## src/hw/rtl/dts_pkg.sv

```systemverilog
// Shared types and constants for the duration text parser.
package dts_pkg;

  localparam int NUM_W  = 33;
  localparam int TOT_W  = 40;
  localparam int MULT_W = 25;
  localparam int SEC_W  = 32;
  localparam int WGT_W  = 4;

  localparam logic [NUM_W-1:0]  NUMBER_CAP = '1;
  localparam logic [TOT_W-1:0]  TOTAL_CAP  = '1;
  localparam logic [TOT_W-1:0]  INT32_TOP  = 40'd2147483647;
  localparam logic [WGT_W-1:0]  WEIGHT_CAP = '1;

  localparam logic [MULT_W-1:0] SEC_ONE    = 25'd1;
  localparam logic [MULT_W-1:0] SEC_MINUTE = 25'd60;
  localparam logic [MULT_W-1:0] SEC_HOUR   = 25'd3600;
  localparam logic [MULT_W-1:0] SEC_DAY    = 25'd86400;
  localparam logic [MULT_W-1:0] SEC_WEEK   = 25'd604800;
  localparam logic [MULT_W-1:0] SEC_MONTH  = 25'd2678400;
  localparam logic [MULT_W-1:0] SEC_YEAR   = 25'd31536000;

  localparam logic [7:0] CH_NUL   = 8'h00;
  localparam logic [7:0] CH_MINUS = 8'h2D;
  localparam logic [7:0] CH_ZERO  = 8'h30;
  localparam logic [7:0] CH_NINE  = 8'h39;
  localparam logic [7:0] CH_D     = 8'h44;
  localparam logic [7:0] CH_H     = 8'h48;
  localparam logic [7:0] CH_M     = 8'h4D;
  localparam logic [7:0] CH_P     = 8'h50;
  localparam logic [7:0] CH_S     = 8'h53;
  localparam logic [7:0] CH_T     = 8'h54;
  localparam logic [7:0] CH_W     = 8'h57;
  localparam logic [7:0] CH_Y     = 8'h59;

  typedef enum logic [2:0] {
    POS_START       = 3'b001,
    POS_AFTER_MINUS = 3'b010,
    POS_BODY        = 3'b100
  } pos_t;

  typedef enum logic [1:0] {
    ST_OK       = 2'd0,
    ST_SYNTAX   = 2'd1,
    ST_OVERFLOW = 2'd2,
    ST_EMPTY    = 2'd3
  } status_t;

  typedef struct packed {
    pos_t              position;
    logic              negative;
    logic              time_mode;
    logic              have_number;
    logic              digit_run;
    logic [NUM_W-1:0]  number;
    logic [TOT_W-1:0]  total;
    logic [WGT_W-1:0]  weight;
    status_t           error_code;
  } dts_state_t;

  localparam dts_state_t STATE_CLEAR = '{
    position:    POS_START,
    negative:    1'b0,
    time_mode:   1'b0,
    have_number: 1'b0,
    digit_run:   1'b0,
    number:      '0,
    total:       '0,
    weight:      '0,
    error_code:  ST_OK
  };

  typedef struct packed {
    logic                    done;
    logic signed [SEC_W-1:0] seconds;
    status_t                 status;
    logic [WGT_W-1:0]        weight;
  } dts_result_t;

endpackage

```

## src/hw/rtl/dts_step.sv

```systemverilog
// Next-state and result logic for one character of duration text.
module dts_step (
  input  dts_pkg::dts_state_t  cur,
  input  logic [7:0]           ch,
  output dts_pkg::dts_state_t  nxt,
  output dts_pkg::dts_result_t res
);
  import dts_pkg::*;

  logic                     is_digit;
  logic [3:0]               digit;
  logic                     body;
  logic                     unit_hit;
  logic [MULT_W-1:0]        mult;
  logic [1:0]               wadd;
  logic [NUM_W+MULT_W-1:0]  prod;
  logic [NUM_W+MULT_W:0]    tsum;
  logic [NUM_W+3:0]         grown;
  logic [WGT_W:0]           wsum;
  logic [TOT_W:0]           fsum;
  logic [TOT_W:0]           limit;

  assign is_digit = (ch >= CH_ZERO) && (ch <= CH_NINE);
  assign digit    = ch[3:0];
  assign prod     = (NUM_W+MULT_W)'(cur.number) * (NUM_W+MULT_W)'(mult);
  assign tsum     = (NUM_W+MULT_W+1)'(cur.total) + (NUM_W+MULT_W+1)'(prod);
  assign grown    = (NUM_W+4)'(cur.number) * (NUM_W+4)'(10) + (NUM_W+4)'(digit);
  assign wsum     = (WGT_W+1)'(cur.weight) + (WGT_W+1)'(wadd);
  assign fsum     = (TOT_W+1)'(cur.total) + (TOT_W+1)'(cur.number);
  assign limit    = (TOT_W+1)'(INT32_TOP) + (TOT_W+1)'(cur.negative);

  // Unit letter decode
  always_comb begin
    unit_hit = 1'b1;
    mult     = SEC_ONE;
    wadd     = 2'd0;
    unique case (ch)
      CH_S: mult = SEC_ONE;
      CH_H: mult = SEC_HOUR;
      CH_D: mult = SEC_DAY;
      CH_W: mult = SEC_WEEK;
      CH_M: begin
        if (cur.time_mode) begin
          mult = SEC_MINUTE;
        end else begin
          mult = SEC_MONTH;
          wadd = 2'd1;
        end
      end
      CH_Y: begin
        mult = SEC_YEAR;
        wadd = 2'd2;
      end
      default: unit_hit = 1'b0;
    endcase
  end

  always_comb begin
    nxt         = cur;
    body        = 1'b0;
    res.done    = 1'b0;
    res.seconds = '0;
    res.status  = cur.error_code;
    res.weight  = '0;

    if (ch == CH_NUL) begin
      res.done = 1'b1;
      if (cur.position == POS_START) begin
        res.status = ST_EMPTY;
      end else if (cur.error_code == ST_OK) begin
        if (fsum > limit) begin
          res.status = ST_OVERFLOW;
        end else begin
          res.seconds = cur.negative ? SEC_W'(32'd0 - fsum[SEC_W-1:0]) : fsum[SEC_W-1:0];
          res.weight  = cur.weight;
        end
      end
      nxt = STATE_CLEAR;
    end else if (cur.error_code == ST_OK) begin
      unique case (cur.position)
        POS_START: begin
          if (ch == CH_MINUS) begin
            nxt.negative = 1'b1;
            nxt.position = POS_AFTER_MINUS;
          end else begin
            nxt.position = POS_BODY;
            body         = (ch != CH_P);
          end
        end
        POS_AFTER_MINUS: begin
          nxt.position = POS_BODY;
          body         = (ch != CH_P);
        end
        POS_BODY: body = 1'b1;
        default:  body = 1'b0;
      endcase

      if (body) begin
        if (is_digit) begin
          if (cur.number == '0) begin
            if (cur.total >= INT32_TOP) begin
              nxt.error_code = ST_OVERFLOW;
            end else begin
              nxt.number      = NUM_W'(digit);
              nxt.have_number = 1'b1;
              nxt.digit_run   = 1'b1;
            end
          end else if (cur.digit_run) begin
            nxt.number = (grown > (NUM_W+4)'(NUMBER_CAP)) ? NUMBER_CAP : grown[NUM_W-1:0];
          end
        end else begin
          nxt.digit_run = 1'b0;
          if (unit_hit) begin
            if (!cur.have_number) begin
              nxt.error_code = ST_SYNTAX;
            end else begin
              nxt.total       = (tsum > (NUM_W+MULT_W+1)'(TOTAL_CAP)) ? TOTAL_CAP
                                                                      : tsum[TOT_W-1:0];
              nxt.number      = '0;
              nxt.have_number = 1'b0;
              nxt.weight      = (wsum > (WGT_W+1)'(WEIGHT_CAP)) ? WEIGHT_CAP
                                                                : wsum[WGT_W-1:0];
            end
          end else if (ch == CH_T) begin
            nxt.time_mode = 1'b1;
          end else begin
            nxt.error_code = ST_SYNTAX;
          end
        end
      end
    end
  end

endmodule

```

## src/hw/rtl/duration_text_to_seconds.sv

```systemverilog
// Duration text parser top level: character stream in, seconds result out.
//
//  channel | dir | beat contents (tdata, lowest bit first)
//  s_*     | in  | character[7:0]
//  m_*     | out | seconds[31:0], status[33:32], approx_weight[37:34], zero[39:38]
//
// Takes one character every cycle while s_tready is high; state updates in that cycle.
// A zero character loads the result register at the edge that takes it; m_tvalid
// is high from the next cycle on.
// s_tready falls only while a result waits in the output register and m_tready is low.
// rst clears the parse state and the output valid; no clearing pass is needed.
module duration_text_to_seconds (
  input  logic        clk,
  input  logic        rst,
  input  logic        s_tvalid,
  output logic        s_tready,
  input  logic [7:0]  s_tdata,   // character[7:0]
  output logic        m_tvalid,
  input  logic        m_tready,
  output logic [39:0] m_tdata    // seconds[31:0], status[33:32], approx_weight[37:34]
);
  import dts_pkg::*;

  dts_state_t  state;
  dts_state_t  state_next;
  dts_result_t res;
  logic        accept;

  logic signed [SEC_W-1:0] seconds;
  status_t                 status;
  logic [WGT_W-1:0]        approx_weight;

  dts_step u_step (
    .cur (state),
    .ch  (s_tdata),
    .nxt (state_next),
    .res (res)
  );

  assign s_tready = !m_tvalid || m_tready;
  assign accept   = s_tvalid && s_tready;

  always_ff @(posedge clk) begin
    if (rst) begin
      state <= STATE_CLEAR;
    end else if (accept) begin
      state <= state_next;
    end
  end

  // Hold the result until the far side takes it
  always_ff @(posedge clk) begin
    if (rst) begin
      m_tvalid <= 1'b0;
    end else if (accept && res.done) begin
      m_tvalid <= 1'b1;
    end else if (m_tready) begin
      m_tvalid <= 1'b0;
    end
  end

  always_ff @(posedge clk) begin
    if (accept && res.done) begin
      seconds       <= res.seconds;
      status        <= res.status;
      approx_weight <= res.weight;
    end
  end

  assign m_tdata = {2'b00, approx_weight, status, seconds};

endmodule

```

## config.mk

```make
export PLATFORM = sky130hd
export DESIGN_NAME = duration_text_to_seconds
export DESIGN_NICKNAME = d
export VERILOG_FILES = /design/src/hw/rtl/dts_pkg.sv /design/src/hw/rtl/dts_step.sv /design/src/hw/rtl/duration_text_to_seconds.sv
export SDC_FILE = /design/constraint.sdc
export NUM_CORES = 2
export LEC_CHECK = 0
export ABC_CLOCK_PERIOD_IN_PS = 19000
export BUFFER_PORTS_ARGS = -buffer_cell sky130_fd_sc_hd__buf_4
export CAP_MARGIN = 5
export CORE_ASPECT_RATIO = 2
export CORE_MARGIN = 2
export CORE_UTILIZATION = 35
export CTS_CLUSTER_SIZE = 25
export DETAILED_ROUTE_END_ITERATION = 8
export PLACE_DENSITY = 0.53
export RECOVER_POWER = 50
export SLEW_MARGIN = 10
export SYNTH_ARGS = -nofsm -noshare
export SYNTH_HDL_FRONTEND = slang
export SYNTH_SLANG_ARGS = --single-unit
export TNS_END_PERCENT = 50
```

## constraint.sdc

```tcl
create_clock -name clk -period 19 [get_ports clk]
set_clock_uncertainty 0.05 [all_clocks]
set_input_delay 2.85 -clock clk [delete_from_list [all_inputs] [get_ports clk]]
set_output_delay 2.85 -clock clk [all_outputs]
set_load 0.02 [all_outputs]
```

==> run metrics <==
outcome=complete, but fails checks; failing checks=capacitance limit, slew limit; proportion of layout cells with a drive suffix above 1=4.72%; depth of the most critical reg-to-reg path=30; top fanout value on the critical path=37; clock root buffer=clkbuf_16; internal power component=0.000468 W; actual slew at the worst max-slew pin=2.47 ns; Area Overhead vs Synth=6.50%; RD Place Congestion=around 0.96; effective utilization at floorplan=35.2%; post-CTS repair timing setup buffer count=0; NumNets Final=5238; io pins=54; fin crit period=12.72 ns; post-DR wirelength/cell=22.9 um; most frequent cells in the layout=inv_1, fa_1, ha_1; total core area=0.103 mm2; CP max stage delay=roughly 0.7 ns; Final setup violation count=0; Synth cell types=a little under 90; headroom to the max-slew limit=-64.7%; CTS hold repair buffers=0; post-route setup TNS=0 ns; maximum capacitance violations=1; Yosys Warn Count=0; proportion of total power due to net switching=28.0%; max-slew violations=42; predominant post-synthesis flop cell=dfxtp_1; cell area after synthesis=0.0363 mm2; data arrival time of the critical path=13.04 ns; clock tree from TritonCTS=done; Combinational Power Share=4.0%; routed metal-1 wirelength=39.5 mm; top layer in use=met4; setup repair after global routing missed its margin=no; number of cells traversed by the worst hold path=2; overall die area=about 0.11 mm2; Async S/R FF share, synth=0%; GRT Overall Usage=24.3%; number of register bits inferred by synthesis=125; row count=about 170; master of the slowest instance on the critical path=fa_1; Die Wd=232 um; half-perimeter wire length after placement=109 mm; maximum number of pins on one net before global-route repair=60; most common cell after layout, fill and taps aside=inv_1; initial antenna violation count=1; type of element launching the critical path=input port; number of sinks on the clock net=125; via count of the first global-routing pass=31604; routed wire length=between 100 and 150 mm; Die Y=around 460 um; data required time of the worst path=19.32 ns; Hold Fails Final Rpt=0; Final period util=roughly two thirds; number of enable-type register cells in the synthesized netlist=38; sequential cell area fraction in the yosys report=7.94%; detailed-routed wire length on met2=around 73 mm; first-pass GRT wire length=between 150 and 200 mm; number of vias in the routed layout=29503; clock share of power=53.6%; dpl cell area=around 0.038 mm2; clock insertion delay at the later pin of the skew report=0.49 ns; post-synthesis instance total=between 4000 and 5000; category of the critical setup timing path=input port to flop; Starting DRT DRC Count=1442; clock transition at the register clock pins on the worst setup and hold paths after CTS=about 0.070 ns; DRC violations left=0; f_max=78.6 MHz; Max VDD drop=66.7 uV; power per unit of standard cell area=~17 mW/mm2; Max clock buf depth=2; Static Leakage=20.3 nW; Hold Path Class=flop to flop; total congestion overflow after global routing=0; mean post-synth cell area=8.62 um2; finished layout cell area=between 0.03 and 0.04 mm2; net load switching power=0.000182 W; Post-CTS Resized=0; Inserted Clock Buffers=17; Pre-Repair DR Iteration Count=5; CTS H-Tree Depth=4; vias per cell=5.32; DR WL met3=3.20 mm; number of port buffers=51; Worst setup EP type=flop; number of nets with antenna violations after detailed routing=0; portion of total power attributed to sequential cells=a little over two fifths
-- synth_stat cells (all sizes together), types with 5 or more instances --
cell / n / area share, %
o21bai: 17 / 0.35
nor4: 37 / 0.67
o21ai: 137 / 1.9
nor3: 55 / 0.77
nor2: 199 / 2.1
nor2b: 46 / 0.79
and2: 254 / 4.4
ha: 451 / 16
nand3: 50 / 0.69
inv: 904 / 9.3
and3: 52 / 0.90
nor3b: 9 / 0.19
o21a: 24 / 0.50
clkbuf: 136 / 1.4
xnor2: 75 / 1.8
mux2: 6 / 0.19
a221o: 53 / 1.5
or2: 63 / 1.1
o211ai: 20 / 0.41
a21oi: 186 / 2.6
mux2i: 8 / 0.22
or3: 22 / 0.38
xor2: 74 / 1.8
o31a: 12 / 0.29
nand3b: 5 / 0.10
a31oi: 24 / 0.45
a21boi: 9 / 0.19
nand2b: 44 / 0.76
nand4: 50 / 0.86
nand2: 269 / 2.8
dfxtp: 87 / 4.8
fa: 591 / 33
edfxtp: 38 / 3.1
or4: 9 / 0.20
a211oi: 22 / 0.47
a21o: 44 / 0.91
and4: 10 / 0.24
a211o: 11 / 0.27
a2111oi: 5 / 0.14
o31ai: 23 / 0.48
buf: 21 / 0.38
-- critical path: cells and delay by family --
kind,cells,cell delay (ns)
fa+ha+maj,8,4.19
simple gates,10,2.78
compound gates,7,1.71
buf+inv,10,1.45
-- state kept, by name (all words and copies together), names as in the netlist --
signal,count
state,86
m_tvalid,1
status,2
approx_weight,4
seconds,32
-- power groups by stage --
| stage | Combinational [W] | Clock [W] | Sequential, W |
|---|---|---|---|
| 2_1_floorplan | 0.0000161 | 0 | 0.000281 |
| 3_3_place_gp | 0.0000260 | 0 | 0.000282 |
| 3_5_place_dp | 0.0000262 | 0 | 0.000282 |
| 4_1_cts | 0.0000263 | 0.000355 | 0.000276 |
| 5_1_grt | 0.0000284 | 0.000363 | 0.000276 |
| 6_report | 0.0000261 | 0.000349 | 0.000276 |
-- cells by family (layout without fill, tap and decap cells) --
logic type | after synthesis | after routing | synth area share, %
and+or+nand+nor | 1190 | 1190 | 17.3
other | 1 | 3 | 0.0103
muxes | 14 | 14 | 0.407
DFF | 125 | 125 | 7.94
adders and majority gates | 1042 | 1042 | 48.1
AOI/OAI and AO/OA | 630 | 630 | 11.5
xor gates and xnor gates | 149 | 149 | 3.59
buffers and inverters | 1061 | 1045 | 11.1
-- per-stage QoR --
stage	setup WS (ns)	power (W)	hold slack, ns	cells	util [%]
after CTS	6.41	0.000657	0.436	5549	37.6
after detailed placement	5.93	0.000308	0.426	5517	37.1
after global routing	5.69	0.000667	0.466	5550	37.5
after floorplan	7.44	0.000298	0.399	4213	-
after global placement	6.00	0.000308	0.415	5517	37.1
final	6.28	0.000651	0.438	5550	37.5
-- routing by layer --
layer | global-route usage, % | vias up
li1 | - | 13527
met1 | 21.9 | 14889
met5 | 0 | -
met2 | 48.4 | 721
met4 | 19.4 | 0
met3 | 2.09 | 366
-- layout make-up --
| cell class | count | area [um2] |
|---|---|---|
| sequential | 125 | 2880 |
| timing repair buffer | 109 | 649 |
| fill | 10737 | 64500 |
| antenna | 1 | 2.50 |
| clock inverter | 15 | 174 |
| tap | 1352 | 1690 |
| multi-input combinational | 3027 | 29500 |
| inverter | 904 | 3390 |
| clock buffer | 17 | 425 |
-- path summary, 6_finish.rpt --
path,from,end,slack (ns)
max,s_tdata[1],state[26],6.28
min,state[2],state[2],0.44
max reg2reg,state[81],state[26],8.80
min reg2reg,state[2],state[2],0.44
(Power assumes the default switching activity.)
